$ cat src/hw/rtl/fnsp_pkg.sv
// Package for the FASTA nucleotide stream parser: counter width, result status
// codes, symbol codes, the result record and small helper functions. No dependencies.
package fnsp_pkg;

  // Width of the internal saturating counters (valid range 8 to 64).
  localparam int unsigned COUNT_WIDTH = 32;
  localparam int unsigned OUT_WIDTH   = 32;
  localparam int unsigned CODE_WIDTH  = 3;

  // Output tdata: 198 bits of fields, padded to 25 bytes.
  localparam int unsigned M_TDATA_WIDTH = 200;
  localparam int unsigned S_TDATA_WIDTH = 8;

  typedef logic [COUNT_WIDTH-1:0] cnt_t;
  typedef logic [OUT_WIDTH-1:0]   out_word_t;

  localparam cnt_t CNT_MAX  = '1;
  localparam cnt_t CNT_ZERO = '0;
  localparam cnt_t CNT_ONE  = cnt_t'(1);

  typedef enum logic [CODE_WIDTH-1:0] {
    ST_OK           = 3'd0,
    ST_BAD_LETTER   = 3'd1,
    ST_NO_HEADER    = 3'd2,
    ST_NO_SEQUENCE  = 3'd3,
    ST_FIRST_EMPTY  = 3'd4,
    ST_LEN_MISMATCH = 3'd5
  } status_t;

  typedef enum logic [CODE_WIDTH-1:0] {
    SYM_NONE = 3'd0,
    SYM_N    = 3'd1,
    SYM_A    = 3'd2,
    SYM_C    = 3'd3,
    SYM_G    = 3'd4,
    SYM_T    = 3'd5
  } symbol_t;

  typedef enum logic {
    KIND_SYMBOL  = 1'b0,
    KIND_SUMMARY = 1'b1
  } kind_t;

  localparam logic [7:0] CHAR_NEWLINE = 8'd10;
  localparam logic [7:0] CHAR_HEADER  = 8'h3E;  // '>'

  typedef struct packed {
    kind_t     result_kind;
    symbol_t   symbol_code;
    out_word_t seq_index;
    out_word_t position;
    status_t   status;
    out_word_t seq_length;
    out_word_t seq_count;
    out_word_t data_line_count;
    out_word_t bad_sequence;
  } result_t;

  // Map a text byte to its nucleotide code; anything else gives SYM_NONE.
  function automatic symbol_t letter_code(input logic [7:0] b);
    symbol_t code;
    case (b)
      8'h4E, 8'h6E: code = SYM_N;
      8'h41, 8'h61: code = SYM_A;
      8'h43, 8'h63: code = SYM_C;
      8'h47, 8'h67: code = SYM_G;
      8'h54, 8'h74: code = SYM_T;
      default:      code = SYM_NONE;
    endcase
    return code;
  endfunction

  function automatic cnt_t sat_inc(input cnt_t v);
    return (v == CNT_MAX) ? v : v + CNT_ONE;
  endfunction

  // Low 32 bits of a counter, zero-extended when the counter is narrower.
  function automatic out_word_t to_out(input cnt_t v);
    logic [63:0] wide;
    wide = 64'(v);
    return wide[OUT_WIDTH-1:0];
  endfunction

endpackage

$ cat src/hw/rtl/fasta_nucleotide_stream_parser.sv
// Top level of the FASTA nucleotide stream parser: line parser, counters and a
// two-entry output stage. Depends on fnsp_pkg.
//
// The block takes one byte of FASTA text per cycle on the slave stream while s_tready
// is high (s_tlast marks the end of the file; its byte is ignored) and returns at most
// one result per byte. Every accepted byte is fully handled in the cycle it is accepted:
// a compare of the byte and one saturating increment per counter, so the sustained rate
// is one byte per clock while s_tready stays high. Nucleotide letters (N, A, C, G, T in
// either case) come out as symbol results with their sequence index and position; an
// end marker gives a summary with the first sequence length, header count, data-line
// count and status, then the parser returns to its reset state. A bad letter or data
// before any header gives an error report and every further byte is dropped until the
// end marker. Results sit in an output register backed by one skid register. While the
// downstream side stalls, input keeps flowing until one more result has landed in the
// skid register (bytes that give no result do not count); s_tready drops only when both
// are full and rises again the cycle after the output register is taken. Each result
// is registered in the output register, via the skid register on a stall, to m_tdata.
module fasta_nucleotide_stream_parser (
  input  logic                                clk,
  input  logic                                rst,
  input  logic                                s_tvalid,
  output logic                                s_tready,
  // [7:0] data_byte
  input  logic [fnsp_pkg::S_TDATA_WIDTH-1:0]  s_tdata,
  input  logic                                s_tlast,   // end_of_stream
  output logic                                m_tvalid,
  input  logic                                m_tready,
  // [2:0] symbol_code, [34:3] seq_index, [66:35] position, [69:67] status,
  // [101:70] seq_length, [133:102] seq_count, [165:134] data_line_count,
  // [197:166] bad_sequence, [199:198] zero
  output logic [fnsp_pkg::M_TDATA_WIDTH-1:0]  m_tdata,
  output logic                                m_tuser    // result_kind
);
  import fnsp_pkg::*;

  // Parser state
  logic    at_line_start, at_line_start_next;
  logic    in_header_line, in_header_line_next;
  logic    failed, failed_next;
  status_t fail_code, fail_code_next;
  cnt_t    sequences_seen, sequences_seen_next;
  cnt_t    data_lines_seen, data_lines_seen_next;
  cnt_t    current_length, current_length_next;
  cnt_t    first_length, first_length_next;
  cnt_t    first_mismatch, first_mismatch_next;

  // Output stage
  logic    out_valid, skid_valid;
  result_t out_res, skid_res;

  logic    in_accept;
  logic    has_result;
  result_t new_res;

  assign s_tready  = !skid_valid;
  assign in_accept = s_tvalid && s_tready;

  always_comb begin
    logic [7:0] b;
    logic       go_letter;
    symbol_t    code;
    status_t    st;
    cnt_t       fl_closed;
    cnt_t       mm_closed;

    b         = s_tdata[7:0];
    go_letter = 1'b0;
    code      = SYM_NONE;
    st        = ST_OK;

    // Effect of closing the open sequence, used on a header and at the end marker.
    fl_closed = first_length;
    mm_closed = first_mismatch;
    if (sequences_seen == CNT_ONE) begin
      fl_closed = current_length;
    end else if (sequences_seen > CNT_ONE && current_length != first_length &&
                 first_mismatch == CNT_ZERO) begin
      mm_closed = sequences_seen;
    end

    at_line_start_next   = at_line_start;
    in_header_line_next  = in_header_line;
    failed_next          = failed;
    fail_code_next       = fail_code;
    sequences_seen_next  = sequences_seen;
    data_lines_seen_next = data_lines_seen;
    current_length_next  = current_length;
    first_length_next    = first_length;
    first_mismatch_next  = first_mismatch;

    has_result              = 1'b0;
    new_res.result_kind     = KIND_SUMMARY;
    new_res.symbol_code     = SYM_NONE;
    new_res.seq_index       = '0;
    new_res.position        = '0;
    new_res.status          = ST_OK;
    new_res.seq_length      = to_out(first_length);
    new_res.seq_count       = to_out(sequences_seen);
    new_res.data_line_count = to_out(data_lines_seen);
    new_res.bad_sequence    = to_out(first_mismatch);

    if (s_tlast) begin
      // End of file: report, then return to the reset state.
      has_result = 1'b1;
      if (failed) begin
        st = fail_code;
      end else begin
        new_res.seq_length   = to_out(fl_closed);
        new_res.bad_sequence = to_out(mm_closed);
        if (sequences_seen == CNT_ZERO) begin
          st = ST_NO_SEQUENCE;
        end else if (fl_closed == CNT_ZERO) begin
          st = ST_FIRST_EMPTY;
        end else if (mm_closed != CNT_ZERO) begin
          st = ST_LEN_MISMATCH;
        end
      end
      new_res.status       = st;
      at_line_start_next   = 1'b1;
      in_header_line_next  = 1'b0;
      failed_next          = 1'b0;
      fail_code_next       = ST_OK;
      sequences_seen_next  = CNT_ZERO;
      data_lines_seen_next = CNT_ZERO;
      current_length_next  = CNT_ZERO;
      first_length_next    = CNT_ZERO;
      first_mismatch_next  = CNT_ZERO;
    end else if (!failed) begin
      if (b == CHAR_NEWLINE) begin
        at_line_start_next  = 1'b1;
        in_header_line_next = 1'b0;
      end else begin
        if (at_line_start) begin
          at_line_start_next = 1'b0;
          if (b == CHAR_HEADER) begin
            // Open a new sequence; the rest of the header line is dropped.
            first_length_next   = fl_closed;
            first_mismatch_next = mm_closed;
            sequences_seen_next = sat_inc(sequences_seen);
            current_length_next = CNT_ZERO;
            in_header_line_next = 1'b1;
          end else if (sequences_seen == CNT_ZERO) begin
            has_result     = 1'b1;
            failed_next    = 1'b1;
            fail_code_next = ST_NO_HEADER;
            new_res.status = ST_NO_HEADER;
            new_res.position = to_out(current_length);
          end else begin
            data_lines_seen_next = sat_inc(data_lines_seen);
            go_letter            = 1'b1;
          end
        end else if (!in_header_line) begin
          go_letter = 1'b1;
        end

        if (go_letter) begin
          code                    = letter_code(b);
          has_result              = 1'b1;
          new_res.data_line_count = to_out(data_lines_seen_next);
          new_res.position        = to_out(current_length);
          // Here sequences_seen is at least one.
          new_res.seq_index       = to_out(sequences_seen - CNT_ONE);
          if (code == SYM_NONE) begin
            failed_next    = 1'b1;
            fail_code_next = ST_BAD_LETTER;
            new_res.status = ST_BAD_LETTER;
          end else begin
            new_res.result_kind = KIND_SYMBOL;
            new_res.symbol_code = code;
            current_length_next = sat_inc(current_length);
          end
        end
      end
    end
  end

  always_ff @(posedge clk) begin
    if (rst) begin
      at_line_start   <= 1'b1;
      in_header_line  <= 1'b0;
      failed          <= 1'b0;
      fail_code       <= ST_OK;
      sequences_seen  <= CNT_ZERO;
      data_lines_seen <= CNT_ZERO;
      current_length  <= CNT_ZERO;
      first_length    <= CNT_ZERO;
      first_mismatch  <= CNT_ZERO;
    end else if (in_accept) begin
      at_line_start   <= at_line_start_next;
      in_header_line  <= in_header_line_next;
      failed          <= failed_next;
      fail_code       <= fail_code_next;
      sequences_seen  <= sequences_seen_next;
      data_lines_seen <= data_lines_seen_next;
      current_length  <= current_length_next;
      first_length    <= first_length_next;
      first_mismatch  <= first_mismatch_next;
    end
  end

  // Output register plus skid register. While the output is stalled a new result
  // lands in the skid register; once the output frees up the skid drains first,
  // which keeps results in order.
  always_ff @(posedge clk) begin
    if (rst) begin
      out_valid  <= 1'b0;
      skid_valid <= 1'b0;
    end else if (out_valid && !m_tready) begin
      if (in_accept && has_result) begin
        skid_valid <= 1'b1;
      end
    end else if (skid_valid) begin
      out_valid  <= 1'b1;
      skid_valid <= 1'b0;
    end else begin
      out_valid <= in_accept && has_result;
    end
  end

  always_ff @(posedge clk) begin
    if (out_valid && !m_tready) begin
      if (in_accept && has_result) begin
        skid_res <= new_res;
      end
    end else if (skid_valid) begin
      out_res <= skid_res;
    end else if (in_accept && has_result) begin
      out_res <= new_res;
    end
  end

  assign m_tvalid = out_valid;
  assign m_tuser  = out_res.result_kind;
  assign m_tdata  = {2'b00,
                     out_res.bad_sequence,
                     out_res.data_line_count,
                     out_res.seq_count,
                     out_res.seq_length,
                     out_res.status,
                     out_res.position,
                     out_res.seq_index,
                     out_res.symbol_code};

endmodule

$ cat config.mk
export PLATFORM = sky130hd
export DESIGN_NAME = fasta_nucleotide_stream_parser
export DESIGN_NICKNAME = d
export VERILOG_FILES = /design/src/hw/rtl/fnsp_pkg.sv /design/src/hw/rtl/fasta_nucleotide_stream_parser.sv
export SDC_FILE = /design/constraint.sdc
export NUM_CORES = 1
export LEC_CHECK = 0
export ABC_AREA = 1
export BUFFER_PORTS_ARGS = -buffer_cell sky130_fd_sc_hd__buf_4
export CAP_MARGIN = 30
export CORE_ASPECT_RATIO = 0.8
export CORE_MARGIN = 1.5
export CORE_UTILIZATION = 25
export DETAILED_ROUTE_END_ITERATION = 10
export PLACE_DENSITY = 0.36
export SLEW_MARGIN = 20
export SYNTH_ARGS = -nofsm -noshare
export SYNTH_HDL_FRONTEND = slang
export SYNTH_SLANG_ARGS = --single-unit
$ cat constraint.sdc
create_clock -name clk -period 17.9 [get_ports clk]
set_input_delay 1.79 -clock clk [delete_from_list [all_inputs] [get_ports clk]]
set_output_delay 1.79 -clock clk [all_outputs]
set_load 0.02 [all_outputs]
; Yosys cells after proc, flatten, opt, wreduce, memory -nomap -nowiden
; Index checks and enable logic that the tools add are counted.
[word_totals]
input_bits = 13
output_inout_bits = 203
wordCells = 186
register_bits = 566
[classes]
n_reduce_logical = 31
n_eq_ne = 21
bitwise_logic = 1
n_mux = 99
n_lt_le_gt_ge = 1
addsub = 4
[op_table]
columns = cell, n
row1 = $mux W32, 42
row2 = $mux W199, 2
row3 = $mux W71, 3
row4 = $mux W35, 3
row5 = $add A32 B1 Y32 const B, 3
row6 = $eq A32 B32 Y1 const B, 3
row7 = $logic_not A32 Y1, 3
row8 = $eq A8 B7 Y1 const B, 10
row9 = $mux W68, 1
row10 = $mux W3, 18
row11 = $eq A32 B1 Y1 const B, 1
row12 = $gt A32 B1 Y1 const B, 1
row13 = $ne A32 B32 Y1, 1
row14 = $reduce_bool A32 Y1, 1
row15 = $sub A32 B1 Y32 const B, 1
row16 = $mux W1, 28
row17 = $pmux W3 S5, 1
row18 = $reduce_or A2 Y1, 6
row19 = $eq A8 B4 Y1 const B, 1
row20 = $eq A8 B6 Y1 const B, 1
row21 = $reduce_and A4 Y1, 2
row22 = $ne A2 B2 Y1 const B, 3
row23 = $reduce_and A2 Y1, 3
row24 = $reduce_and A6 Y1, 1
row25 = other kinds (10), 18

; Depth between registers and ports, before layout
; Gate-level depths: netlist of run 1.
[logic_depth]
depth_word = 19
ltp_mapped = 24
mapped_depth_nobuf = 23

; Least setup slack after synthesis of run 1
; No wires, ideal clock.
[synth_path]
path_kind = input -> register
from = input s_tdata[3] (netlist name)
to = register out_res, in the netlist m_tdata[0] (enable)
setup_time_ps = 825
n_path_buf = 0
path_slack_ps = 4913
arrival_ps = 12162
stages = 11
required_time_ps = 17075
path_cell_list = nand2_1 > clkinv_1 > nand2_1 > nor3_1 > inv_2 > nand3_2 > o21ai_2 > nor2_1 > inv_1 > o21ai_1 > a21oi_1
[synth_via]
elab_chain_len = 13
word_cells_on_any_way = 16
classes_between = eq/ne (2) / mux (11) / reduce/logical (3)
[synth_rtl]
columns = item, line
row1 = from (decl), fasta_nucleotide_stream_parser.sv:24  ; input logic [fnsp_pkg::S_TDATA_WIDTH-1:0] s_tdata,
row2 = $eq A8 B6 Y1, fasta_nucleotide_stream_parser.sv:135  ; if (b == CHAR_HEADER) begin
row3 = $mux W1, fasta_nucleotide_stream_parser.sv:135
row4 = $mux W1, fasta_nucleotide_stream_parser.sv:133  ; if (at_line_start) begin
row5 = $mux W1, fasta_nucleotide_stream_parser.sv:129  ; if (b == CHAR_NEWLINE) begin
row6 = $mux W1, fasta_nucleotide_stream_parser.sv:128  ; end else if (!failed) begin
row7 = $mux W1, fasta_nucleotide_stream_parser.sv:102  ; if (s_tlast) begin
row8 = $mux W1, fasta_nucleotide_stream_parser.sv:156  ; if (go_letter) begin
row9 = $mux W1 *, fasta_nucleotide_stream_parser.sv:129
row10 = $mux W1 *, fasta_nucleotide_stream_parser.sv:128
row11 = $mux W1 *, fasta_nucleotide_stream_parser.sv:102
row12 = $logic_and A1 B1 Y1 *, fasta_nucleotide_stream_parser.sv:227  ; end else if (in_accept && has_result) begin
row13 = $reduce_bool A2 Y1 (no source line) *, -
row14 = $reduce_and A2 Y1 (no source line) *, -
row15 = to (signal assigned), fasta_nucleotide_stream_parser.sv:226  ; out_res <= skid_res;
row16 = to (signal assigned), fasta_nucleotide_stream_parser.sv:228  ; out_res <= new_res;
row17 = to (decl), fasta_nucleotide_stream_parser.sv:49  ; result_t out_res, skid_res;
; Mark *: on every way between the ends. The rest lies on a longest branch, timed or not. The select of a mux whose other input is x is not followed.
; A chain may end at the register's enable or synchronous reset.

; Worst setup path after layout of run 1
[layout_path]
from = input s_tdata[0] (netlist name)
to = register out_res, in the netlist m_tdata[83] (enable)
; Same word-level chain as after synthesis.

==> metrics.md, run 1 <==
| Metric | Value |
|---|---|
| Largest family of logic cells by synthesized area | simple AND/OR/NAND/NOR gates |
| Syn-to-layout area delta | 18.4% |
| Tmin final | about 5000 ps |
| Post-synth EDFFs | 398 |
| Final GP Congestion | 0.794 |
| Finished Cell Area | 32400 um2 |
| Drt first-iter violations | 1580 |
| Worst-Skew Late Latency | about 630 ps |
| Core area | 108000 um2 |
| Full die area | 111000 um2 |
| Flops & latches, synth | 566 |
| Crit path arrival time | just over 5000 ps |
| Root buffer cell | clkbuf_16 |
| Status | completed |
| Cells after Synth | 3165 |
| Xor/xnor share of the synthesized area | 2.02% |
| Tcrit/Tclk final | 28.1% |
| Worst slack at placement | between 10000 and 15000 ps |
| Synth Area in Simple Gates | 24.7% |
| Worst-path clk slew | 60 ps |
| CTS buffer count | 70 |
| H-tree depth | 3 |
| Die H | around 300 um |
| Initial antenna violation count | 2 |
| Num rows | 108 |
| Placed inst area | 30200 um2 |
| Dpl hpwl | 65300 um |
| Routed WL | approximately 95000 um |
| CTS sink cnt | around 570 |
| Ys Warns | 0 |
| Ant. Diodes | 0 |
| Initial Util | about a quarter |
| Setup CP Type | input port to register |
| Fmax | 198 MHz |
| WHS Path Cells | 2 |
| Power Total | approximately 3.3 mW |
| Fin. Hold Viols | 0 |
| Largest net degree at the start of global routing | around 160 |
| Filler cells | between 10000 and 15000 |
| Slew Viols, Final | 0 |
| First-pass GRT wire length | 141000 um |
| Maxcap violations | 0 |
| Via count | 21600 |
| Synth Flop Type | edfxtp_1 |
| Initial DRT Pass Iterations | 5 |
| Die X | 373 um |
| Unrepaired setup endpoints after global routing | no |
| Post-Syn Area | 27300 um2 |
| Reg2reg path depth | 14 |
| Number of global-route vias before repair | 20300 |
| HP Class | register to register |
| Clock skew | 29.2 ps |
| Final global-route overflow total | 0 |
| Max VDD drop | about 0.000055 V |
| Input/output buffers | 213 |
| Synth unique cells | 60 |
| Setup WS post-layout | 12860 ps |
| Endpoints failing setup | 0 |
| TritonCTS clock tree | done |
| Total GRT Usage | 16.7% |
| PostCTS Resize Cnt | 0 |
| Fraction of layout cells with a size suffix above 1 | between 10 and 15% |
| Ys async rst share | 0% |
| Synth Area in Compound Gates | 9.65% |
| Syn avg cell area | 8.63 um2 |
| Post-route DRC | 0 |
| Post-CTS setup buffers | 0 |
| Sequential cell area fraction in the yosys report | between 50 and 60% |
| P per Cell Area | roughly 100 nW/um2 |
| Detail Route Antenna Nets | 0 |
| Boundary Pins | approximately 220 |
| CP Capture Type | register |
| Critical-path maximum fanout | roughly 160 |
| # hold bufs at CTS | 0 |
| Critical Path Source Type | input port |
| Fin nets | approximately 3300 |
| Avg WL per Cell | ~20 um |
| Leak Pwr | 12.6 nW |
| Synthesized-area fraction occupied by adder cells | 0.229% |
| Max Root-Sink Buffers | 3 |
| Max-slew headroom | 1.69% |
| Setup TNS | 0 ps |
| Worst EP required | 17930 ps |
| Post-synthesis mux area share | 0.160% |
| Via/cell ratio | 4.50 |
| Worst-margin pin slew | about 1500 ps |
==> cells in the final DEF (no fill, tap or decap), types with 17 or more instances in the layout <==
cell type  instances
nand2_1         1030
edfxtp_1         398
inv_1            261
buf_4            234
o21ai_0          208
nor2_1           203
dfxtp_1          167
a21oi_1          158
nand3_1          134
nor3_1            72
clkbuf_16         72
a31oi_1           37
xor2_1            34
xnor2_1           29
nand4_1           28
inv_2             26
nand3_2           21
nor2_2            19
clkbuf_1          18
o22ai_1           17
==> registers in the layout, summed over array words and instances (netlist names) <==
name	count
m_tvalid	1
sequences_seen	32
m_tdata	198
first_mismatch	32
failed	1
m_tuser	1
skid_valid	1
first_length	32
fail_code	3
in_header_line	1
skid_res	199
current_length	32
at_line_start	1
data_lines_seen	32
==> synthesized netlist by cell type, types with 37 or more instances <==
cell / number / area share, %
dfxtp_1: 168 / 12
a31oi_1: 37 / 0.85
o21ai_0: 208 / 3.8
nand3_1: 134 / 2.5
inv_1: 261 / 3.6
clkbuf_1: 91 / 1.3
nand2_1: 1031 / 14
a21oi_1: 159 / 2.9
nor2_1: 206 / 2.8
buf_2: 47 / 0.86
edfxtp_1: 398 / 44
nor3_1: 72 / 1.3
==> worst max-delay path: stages <==
cell	delay (ps)
buf_4	120
inv_2	40
nand2_1	70
inv_1	80
nand2_1	50
nor3_1	460
inv_2	260
nand3_2	170
o21ai_2	100
nor2_2	90
buf_4	370
inv_1	130
o21ai_1	440
a21oi_4	120
buf_12	230
==> power breakdown <==
part	internal [mW]	leakage [nW]	switching, mW
registers	1.50	5.18	0.0339
clock network	0.810	1.07	0.591
logic	0.0929	6.37	0.227
==> routing by layer <==
metal	vias to the layer above	GRT usage [%]	part of all wire [%]
li1	10800	-	-
met1	10200	27.5	55
met2	489	22.4	39
met3	95	2.67	4.5
met4	2	3.25	1.6
met5	-	0	0.014
==> cell type report <==
cell class	count	area [um2]	area share, %
Tap cell	1430	1790	5.53
Inverter	293	1110	3.42
Sequential cell	566	15300	47.3
Multi-Input combinational cell	2135	10100	31.2
Clock inverter	35	293	0.905
Clock buffer	93	1910	5.90
Timing Repair Buffer	238	1840	5.68
==> logic make-up (layout without fill, tap and decap cells) <==
family,Yosys count,in the layout
AOI/OAI and AO/OA,481,481
xor gates and xnor gates,63,63
adders and majority gates,5,5
buffers and inverters,465,659
DFF,566,566
muxes,4,4
other,1,2
and+or+nand+nor,1580,1580
==> path summary, 6_finish.rpt <==
path                                   from                            end  slack, ps
max                              s_tdata[0]          m_tdata[83]$_DFFE_PP_      12860
min           first_length[21]$_SDFFE_PP0P_  first_length[21]$_SDFFE_PP0P_        480
max reg2reg  sequences_seen[0]$_SDFFE_PP0P_          m_tdata[83]$_DFFE_PP_      13330
min reg2reg   first_length[21]$_SDFFE_PP0P_  first_length[21]$_SDFFE_PP0P_        480
==> metrics by stage <==
| step | util (%) | std cells | hold WS, ps |
|---|---|---|---|
| final | 29.9 | 4790 | 483 |
| after global routing | 29.9 | 4790 | 494 |
| after CTS | 29.9 | 4790 | 483 |
| after detailed placement | 27.8 | 4662 | 475 |
| after global placement | 27.8 | 4660 | 472 |
| after floorplan | - | 3166 | 403 |
(Power assumes the default switching activity.)
==> inputs of run 2 (changes only) <==
--- a/config.mk
+++ b/config.mk
@@ -12,7 +12,7 @@
 export CORE_MARGIN = 1.5
 export CORE_UTILIZATION = 25
 export DETAILED_ROUTE_END_ITERATION = 10
-export PLACE_DENSITY = 0.36
+export PLACE_DENSITY = 0.37
 export SLEW_MARGIN = 20
 export SYNTH_ARGS = -nofsm -noshare
 export SYNTH_HDL_FRONTEND = slang
==> constraint.sdc (replaced) <==
create_clock -name clk -period 4.38 [get_ports clk]
set_input_delay 0.438 -clock clk [delete_from_list [all_inputs] [get_ports clk]]
set_output_delay 0.438 -clock clk [all_outputs]
set_load 0.02 [all_outputs]
==> metrics.md, run 2 (same netlist as run 1, synthesis figures left out) <==
| Metric | Value |
|---|---|
| P per Cell Area | 418 nW/um2 (was 100 nW/um2) |
| CP Capture Point | m_tdata[195]$_DFFE_PP_ (was m_tdata[83]$_DFFE_PP_) |
| Worst slack at placement | 745 ps (was 12380 ps) |
| Buf/Inv on CP | 2 (was 7) |
| PostCTS Resize Cnt | 0 (unchanged) |
| Via count | 21900 (was 21600) |
| Via/cell ratio | 4.53 (was 4.50) |
| Setup WS post-layout | 741 ps (was 12860 ps) |
| Largest stage delay, worst path | 560 ps (was 460 ps) |
| Num rows | 108 (unchanged) |
| Most flops, register | skid_res (unchanged) |
| Max VDD drop | 0.000240 V (was 0.0000554 V) |
| Busiest grt layer | met1 (unchanged) |
| CP Capture Type | register (unchanged) |
| Die X | 373 um (unchanged) |
| Clock skew | 26.0 ps (was 29.2 ps) |
| Status | completed (unchanged) |
| Total GRT Usage | 16.8% (was 16.7%) |
| Max Root-Sink Buffers | 3 (unchanged) |
| Endpoints failing setup | 0 (unchanged) |
| Fin. Hold Viols | 0 (unchanged) |
| Final GP Congestion | 0.825 (was 0.794) |
| Worst-Skew Late Latency | 640 ps (was 630 ps) |
| Die H | 299 um (unchanged) |
| Commonest cells after routing, fill and taps aside | 1029 x nand2_1, 398 x edfxtp_1, 265 x buf_4 (was 1030 x nand2_1, 398 x edfxtp_1, 261 x inv_1) |
| Unrepaired setup endpoints after global routing | no (unchanged) |
| HP Class | input port to register (was register to register) |
| Routed WL | 94300 um (was 95100 um) |
| Post-CTS setup buffers | 0 (unchanged) |
| Boundary Pins | 216 (unchanged) |
| Worst-margin pin slew | 905 ps (was 1470 ps) |
| TritonCTS clock tree | done (unchanged) |
| Worst-path clk slew | 60 ps (about the same) |
| Critical-path maximum fanout | 33 (was 162) |
| Worst EP required | 4800 ps (was 17930 ps) |
| Filler cells | 11500 (was 11600) |
| Avg WL per Cell | 19.5 um (was 19.9 um) |
| Reg2reg path depth | 12 (was 14) |
| Core area | 108000 um2 (unchanged) |
| WHS Path Cells | 2 (unchanged) |
| R2R Path End | m_tdata[195]$_DFFE_PP_ (was m_tdata[83]$_DFFE_PP_) |
| Tcrit/Tclk final | 83.1% |
| Fin nets | 3362 (was 3322) |
| Critical Path Source Type | register (was input port) |
| Drt first-iter violations | 1801 (was 1580) |
| FF-to-FF setup slack | 740 ps (was 13330 ps) |
| Setup TNS | 0 ps (unchanged) |
| Maxcap violations | 0 (unchanged) |
| GR Layer Usage met3 | 2.92% (was 2.67%) |
| Tmin final | 3640 ps |
| Initial DRT Pass Iterations | 5 (unchanged) |
| Largest net degree at the start of global routing | 173 (was 163) |
| Setup CP Type | register to register (was input port to register) |
| Crit path cell chain | inv_2, nand2_2, nor2_2, nand2_2, nor2_4, nand2_8, nand2_4, nor2_8, nand2_8, inv_2, a31oi_1, o21ai_0 (was buf_4, inv_2, nand2_1, inv_1, nand2_1, nor3_1, inv_2, nand3_2, o21ai_2, nor2_2, buf_4, inv_1, o21ai_1, a21oi_4, buf_12) |
| Detail Route Antenna Nets | 0 (unchanged) |
| Full die area | 111000 um2 (unchanged) |
| Dpl hpwl | 65300 um (about the same) |
| H-tree depth | 3 (unchanged) |
| Leak Pwr | 13.0 nW (was 12.6 nW) |
| Initial Util | 25.2% (unchanged) |
| Input/output buffers | 213 (unchanged) |
| First-pass GRT wire length | 142000 um (was 141000 um) |
| Syn-to-layout area delta | 20.9% (was 18.4%) |
| Met2 usage in global routing | 22.5% (was 22.4%) |
| Root buffer cell | clkbuf_16 (unchanged) |
| Max FFs per register | 199 (unchanged) |
| CTS buffer count | 71 (was 70) |
| CTS sink cnt | 566 (unchanged) |
| # hold bufs at CTS | 0 (unchanged) |
| Crit path arrival time | 4060 ps (was 5070 ps) |
| Fraction of layout cells with a size suffix above 1 | 15.6% (was 14.1%) |
| Critical path launch point | sequences_seen[29]$_SDFFE_PP0P_ (was s_tdata[0]) |
| Initial antenna violation count | 1 (was 2) |
| Slew Viols, Final | 0 (unchanged) |
| Max-slew headroom | 39.2% (was 1.69%) |
| Commonest non-fill, non-tap cell in the layout | nand2_1 (unchanged) |
| Number of global-route vias before repair | 21100 (was 20300) |
| M1 GR Usage | 27.3% (was 27.5%) |
| Fmax | 275 MHz |
| Post-route DRC | 0 (unchanged) |
| Utilization after layout | 30.5% (was 29.9%) |
| Reg-to-reg critical path startpoint | sequences_seen[29]$_SDFFE_PP0P_ (was sequences_seen[0]$_SDFFE_PP0P_) |
| CP delay by family, top | simple AND/OR/NAND/NOR gates (was buffers and inverters) |
| WHS | 181 ps (was 483 ps) |
| Critical Path Stages | 12 (was 15) |
| CP max-delay cell | dfxtp_1 (was nor3_1) |
| Final global-route overflow total | 0 (unchanged) |
[run 2: worst min path at each step]
stage	startpoint	to	slack [ps]
2_1_floorplan	sequences_seen[9]$_SDFFE_PP0P_	skid_res[73]$_DFFE_PP_	400
3_3_place_gp	fail_code[0]$_SDFFE_PP0P_	fail_code[0]$_SDFFE_PP0P_	470
3_5_place_dp	fail_code[0]$_SDFFE_PP0P_	fail_code[0]$_SDFFE_PP0P_	470
4_1_cts	rst	data_lines_seen[31]$_SDFFE_PP0P_	150
5_1_grt	rst	data_lines_seen[31]$_SDFFE_PP0P_	170
6_report	rst	data_lines_seen[31]$_SDFFE_PP0P_	180
[run 2: cell type report]
class / instances / area (um2) / area share, %
diodes: 1 / 2.50 / 0.00758
clock buffers: 95 / 1960 / 5.93
clock inverters: 36 / 464 / 1.41
inverters: 293 / 1110 / 3.36
multi-input cells: 2135 / 10200 / 30.7
flip-flops and latches: 566 / 15300 / 46.4
well taps: 1430 / 1790 / 5.42
repair buffers: 277 / 2230 / 6.75
[run 2: metal layers]
metal,part of all wire [%],vias to the layer above
li1,-,10900
met1,55,10400
met2,39,527
met3,4.7,95
met4,1.6,0
met5,0,-
[run 2: metrics by stage]
step           instances  cell area (um2)  power (mW)
4_1_cts             4829            33000        14.0
3_5_place_dp        4698            30600        7.75
3_3_place_gp        4698            30600        7.76
2_1_floorplan       3166            27400        7.05
6_report            4833            33000        13.8
5_1_grt             4832            33000        14.3
[run 2: where the power goes]
part / total (mW) / internal [mW] / switching (mW)
logic: 1.36 / 0.414 / 0.946
registers: 6.24 / 6.10 / 0.139
clock network: 6.20 / 3.70 / 2.50
total: 13.8 / 10.2 / 3.58
==> inputs of run 3 (changes only) <==
--- a/config.mk
+++ b/config.mk
@@ -12,7 +12,7 @@
 export CORE_MARGIN = 1.5
 export CORE_UTILIZATION = 25
 export DETAILED_ROUTE_END_ITERATION = 10
-export PLACE_DENSITY = 0.37
+export PLACE_DENSITY = 0.36
 export SLEW_MARGIN = 20
 export SYNTH_ARGS = -nofsm -noshare
 export SYNTH_HDL_FRONTEND = slang
==> constraint.sdc (replaced) <==
create_clock -name clk -period 3.4 [get_ports clk]
set_input_delay 0.34 -clock clk [delete_from_list [all_inputs] [get_ports clk]]
set_output_delay 0.34 -clock clk [all_outputs]
set_load 0.02 [all_outputs]
==> metrics.md, run 3 (same netlist as run 1, synthesis figures left out) <==
| Metric | Value |
|---|---|
| Worst EP required | 3750 ps (was 4800 ps) |
| Boundary Pins | 216 (unchanged) |
| CP delay by family, top | simple AND/OR/NAND/NOR gates (unchanged) |
| # hold bufs at CTS | 0 (unchanged) |
| Full die area | 111000 um2 (unchanged) |
| Initial antenna violation count | 0 (was 1) |
| Leak Pwr | 13.1 nW (was 13.0 nW) |
| Num rows | 108 (unchanged) |
| Number of global-route vias before repair | 20800 (was 21100) |
| Crit path cell chain | inv_1, nand2_1, nand2_1, nand2_1, nor2_1, nand2_1, nor2_1, nand2_2, nand2_4, inv_2, a31oi_1, o21ai_0 (was inv_2, nand2_2, nor2_2, nand2_2, nor2_4, nand2_8, nand2_4, nor2_8, nand2_8, inv_2, a31oi_1, o21ai_0) |
| Final global-route overflow total | 0 (unchanged) |
| Total GRT Usage | 16.9% (was 16.8%) |
| Critical-path maximum fanout | 28 (was 33) |
| Finished Layout Cells | 4876 (was 4833) |
| Worst-path clk slew | 60 ps (about the same) |
| Detail Route Antenna Nets | 0 (unchanged) |
| Routed WL | 95600 um (was 94300 um) |
| Unrepaired setup endpoints after global routing | no (unchanged) |
| Drt first-iter violations | 1658 (was 1801) |
| Via count | 21900 (about the same) |
| Max Root-Sink Buffers | 3 (unchanged) |
| Placed insts | 4744 (was 4698) |
| Commonest cells after routing, fill and taps aside | 1029 x nand2_1, 398 x edfxtp_1, 313 x buf_4 (was 1029 x nand2_1, 398 x edfxtp_1, 265 x buf_4) |
| Tcrit/Tclk final | 90.7% (was 83.1%) |
| Die H | 299 um (unchanged) |
| CTS sink cnt | 566 (unchanged) |
| Max FFs per register | 199 (unchanged) |
| Fraction of layout cells with a size suffix above 1 | 16.6% (was 15.6%) |
| Worst-Skew Late Latency | 640 ps (about the same) |
| Avg WL per Cell | 19.6 um (was 19.5 um) |
| Dpl hpwl | 66200 um (was 65300 um) |
| Initial Util | 25.2% (unchanged) |
| Ant. Diodes | 0 (was 1) |
| Initial DRT Pass Iterations | 6 (was 5) |
| Fmax | 324 MHz (was 275 MHz) |
| HP Class | input port to register (unchanged) |
| Most used cell, CP | nand2_1 |
| Via/cell ratio | 4.49 (was 4.53) |
| Slew Viols, Final | 0 (unchanged) |
| Die X | 373 um (unchanged) |
| Fin nets | 3408 (was 3362) |
| CP max-delay cell | a31oi_1 (was dfxtp_1) |
| H-tree depth | 3 (unchanged) |
| Status | completed (unchanged) |
| Setup CP Type | register to register (unchanged) |
| Critical Path Source Type | register (unchanged) |
| Post-route DRC | 0 (unchanged) |
| Maxcap violations | 0 (unchanged) |
| Max VDD drop | 0.000331 V (was 0.000240 V) |
| CTS buffer count | 70 (was 71) |
| Commonest non-fill, non-tap cell in the layout | nand2_1 (unchanged) |
| First-pass GRT wire length | 142000 um (about the same) |
| Worst-margin pin slew | 940 ps (was 905 ps) |
| Root buffer cell | clkbuf_16 (unchanged) |
| P per Cell Area | 517 nW/um2 (was 418 nW/um2) |
| Clock skew | 21.2 ps (was 26.0 ps) |
| Core area | 108000 um2 (unchanged) |
| CP Capture Type | register (unchanged) |
| Input/output buffers | 213 (unchanged) |
| Final GP Congestion | 0.792 (was 0.825) |
| Max-slew headroom | 37.3% (was 39.2%) |
| Largest stage delay, worst path | 570 ps (was 560 ps) |
| TritonCTS clock tree | done (unchanged) |
| Buf/Inv on CP | 2 (unchanged) |
| Fin. Hold Viols | 0 (unchanged) |
| Largest net degree at the start of global routing | 138 (was 173) |
| Setup TNS | 0 ps (unchanged) |
| Most flops, register | skid_res (unchanged) |
| Syn-to-layout area delta | 21.5% (was 20.9%) |
| Tmin final | 3090 ps (was 3640 ps) |
| Endpoints failing setup | 0 (unchanged) |
| Crit path arrival time | 3430 ps (was 4060 ps) |
| Filler cells | 11600 (was 11500) |
run 3: cell types whose count changed in the layout (fill, tap and decap cells not counted), sizes merged:
| cell | previous run | this run |
|---|---|---|
| buf | 277 | 323 |
| clkinv | 26 | 40 |
| clkbuf | 95 | 84 |
| bufinv | 9 | 4 |
| inv | 291 | 288 |
| clkinvlp | 3 | 5 |
| diode | 1 | 0 |
| nand2 | 1052 | 1053 |
run 3: layout make-up:
class	count	area [um2]	area share [%]
clock inverter	44	387	1.16
multi-input combinational	2136	10200	30.7
timing repair buffer	323	2560	7.71
sequential	566	15300	46.2
tap	1430	1790	5.39
clock buffer	84	1840	5.53
inverter	293	1110	3.35
run 3: final timing paths:
kind | cells after the start | slack, ps | end | start
min reg2reg | 2 | 490 | fail_code[0]$_SDFFE_PP0P_ | fail_code[0]$_SDFFE_PP0P_
max reg2reg | 12 | 310 | m_tdata[179]$_DFFE_PP_ | current_length[17]$_SDFFE_PP0P_
max | 12 | 310 | m_tdata[179]$_DFFE_PP_ | current_length[17]$_SDFFE_PP0P_
min | 2 | 100 | data_lines_seen[24]$_SDFFE_PP0P_ | rst
run 3: repair_timing:
action / CTS / global route
setup buffers: 0 / 3
endpoints found under the setup margin: 0 / 6
resized for setup: 0 / 4
run 3: power breakdown:
part | leakage, nW | internal, mW | switching [mW] | total [mW]
Clock | 1.07 | 4.19 | 3.20 | 7.39
Combinational | 6.86 | 0.518 | 1.22 | 1.74
Sequential | 5.18 | 7.87 | 0.161 | 8.03
run 3: per-layer routing:
metal | GRT usage [%] | part of all wire [%] | routed length (um) | vias up
met2 | 22.6 | 39 | 37200 | 492
met1 | 27.5 | 55 | 52100 | 10300
met4 | 3.91 | 1.8 | 1720 | 0
met3 | 2.54 | 4.7 | 4460 | 94
met5 | 0 | 0 | 0 | -
li1 | - | - | - | 11000
run 3: worst register-to-register path, delay by kind of cell (launching register included):
family                 cells  cell delay [ps]
AND/OR/NAND/NOR            8             1210
AO/OA/AOI/OAI              2              750
buffers and inverters      2              490
flip-flops                 1              370
run 3: per-stage QoR:
stage	hold WS (ps)	worst slack [ps]	instance area [um2]	total power, mW	util (%)
6_report	104	315	33200	17.2	30.6
5_1_grt	90.7	6.97	33200	17.8	30.6
4_1_cts	65.4	224	33100	17.5	30.6
3_5_place_dp	471	274	30900	9.95	28.5
3_3_place_gp	465	263	30900	9.97	28.5
2_1_floorplan	403	-1920	27400	9.09	-
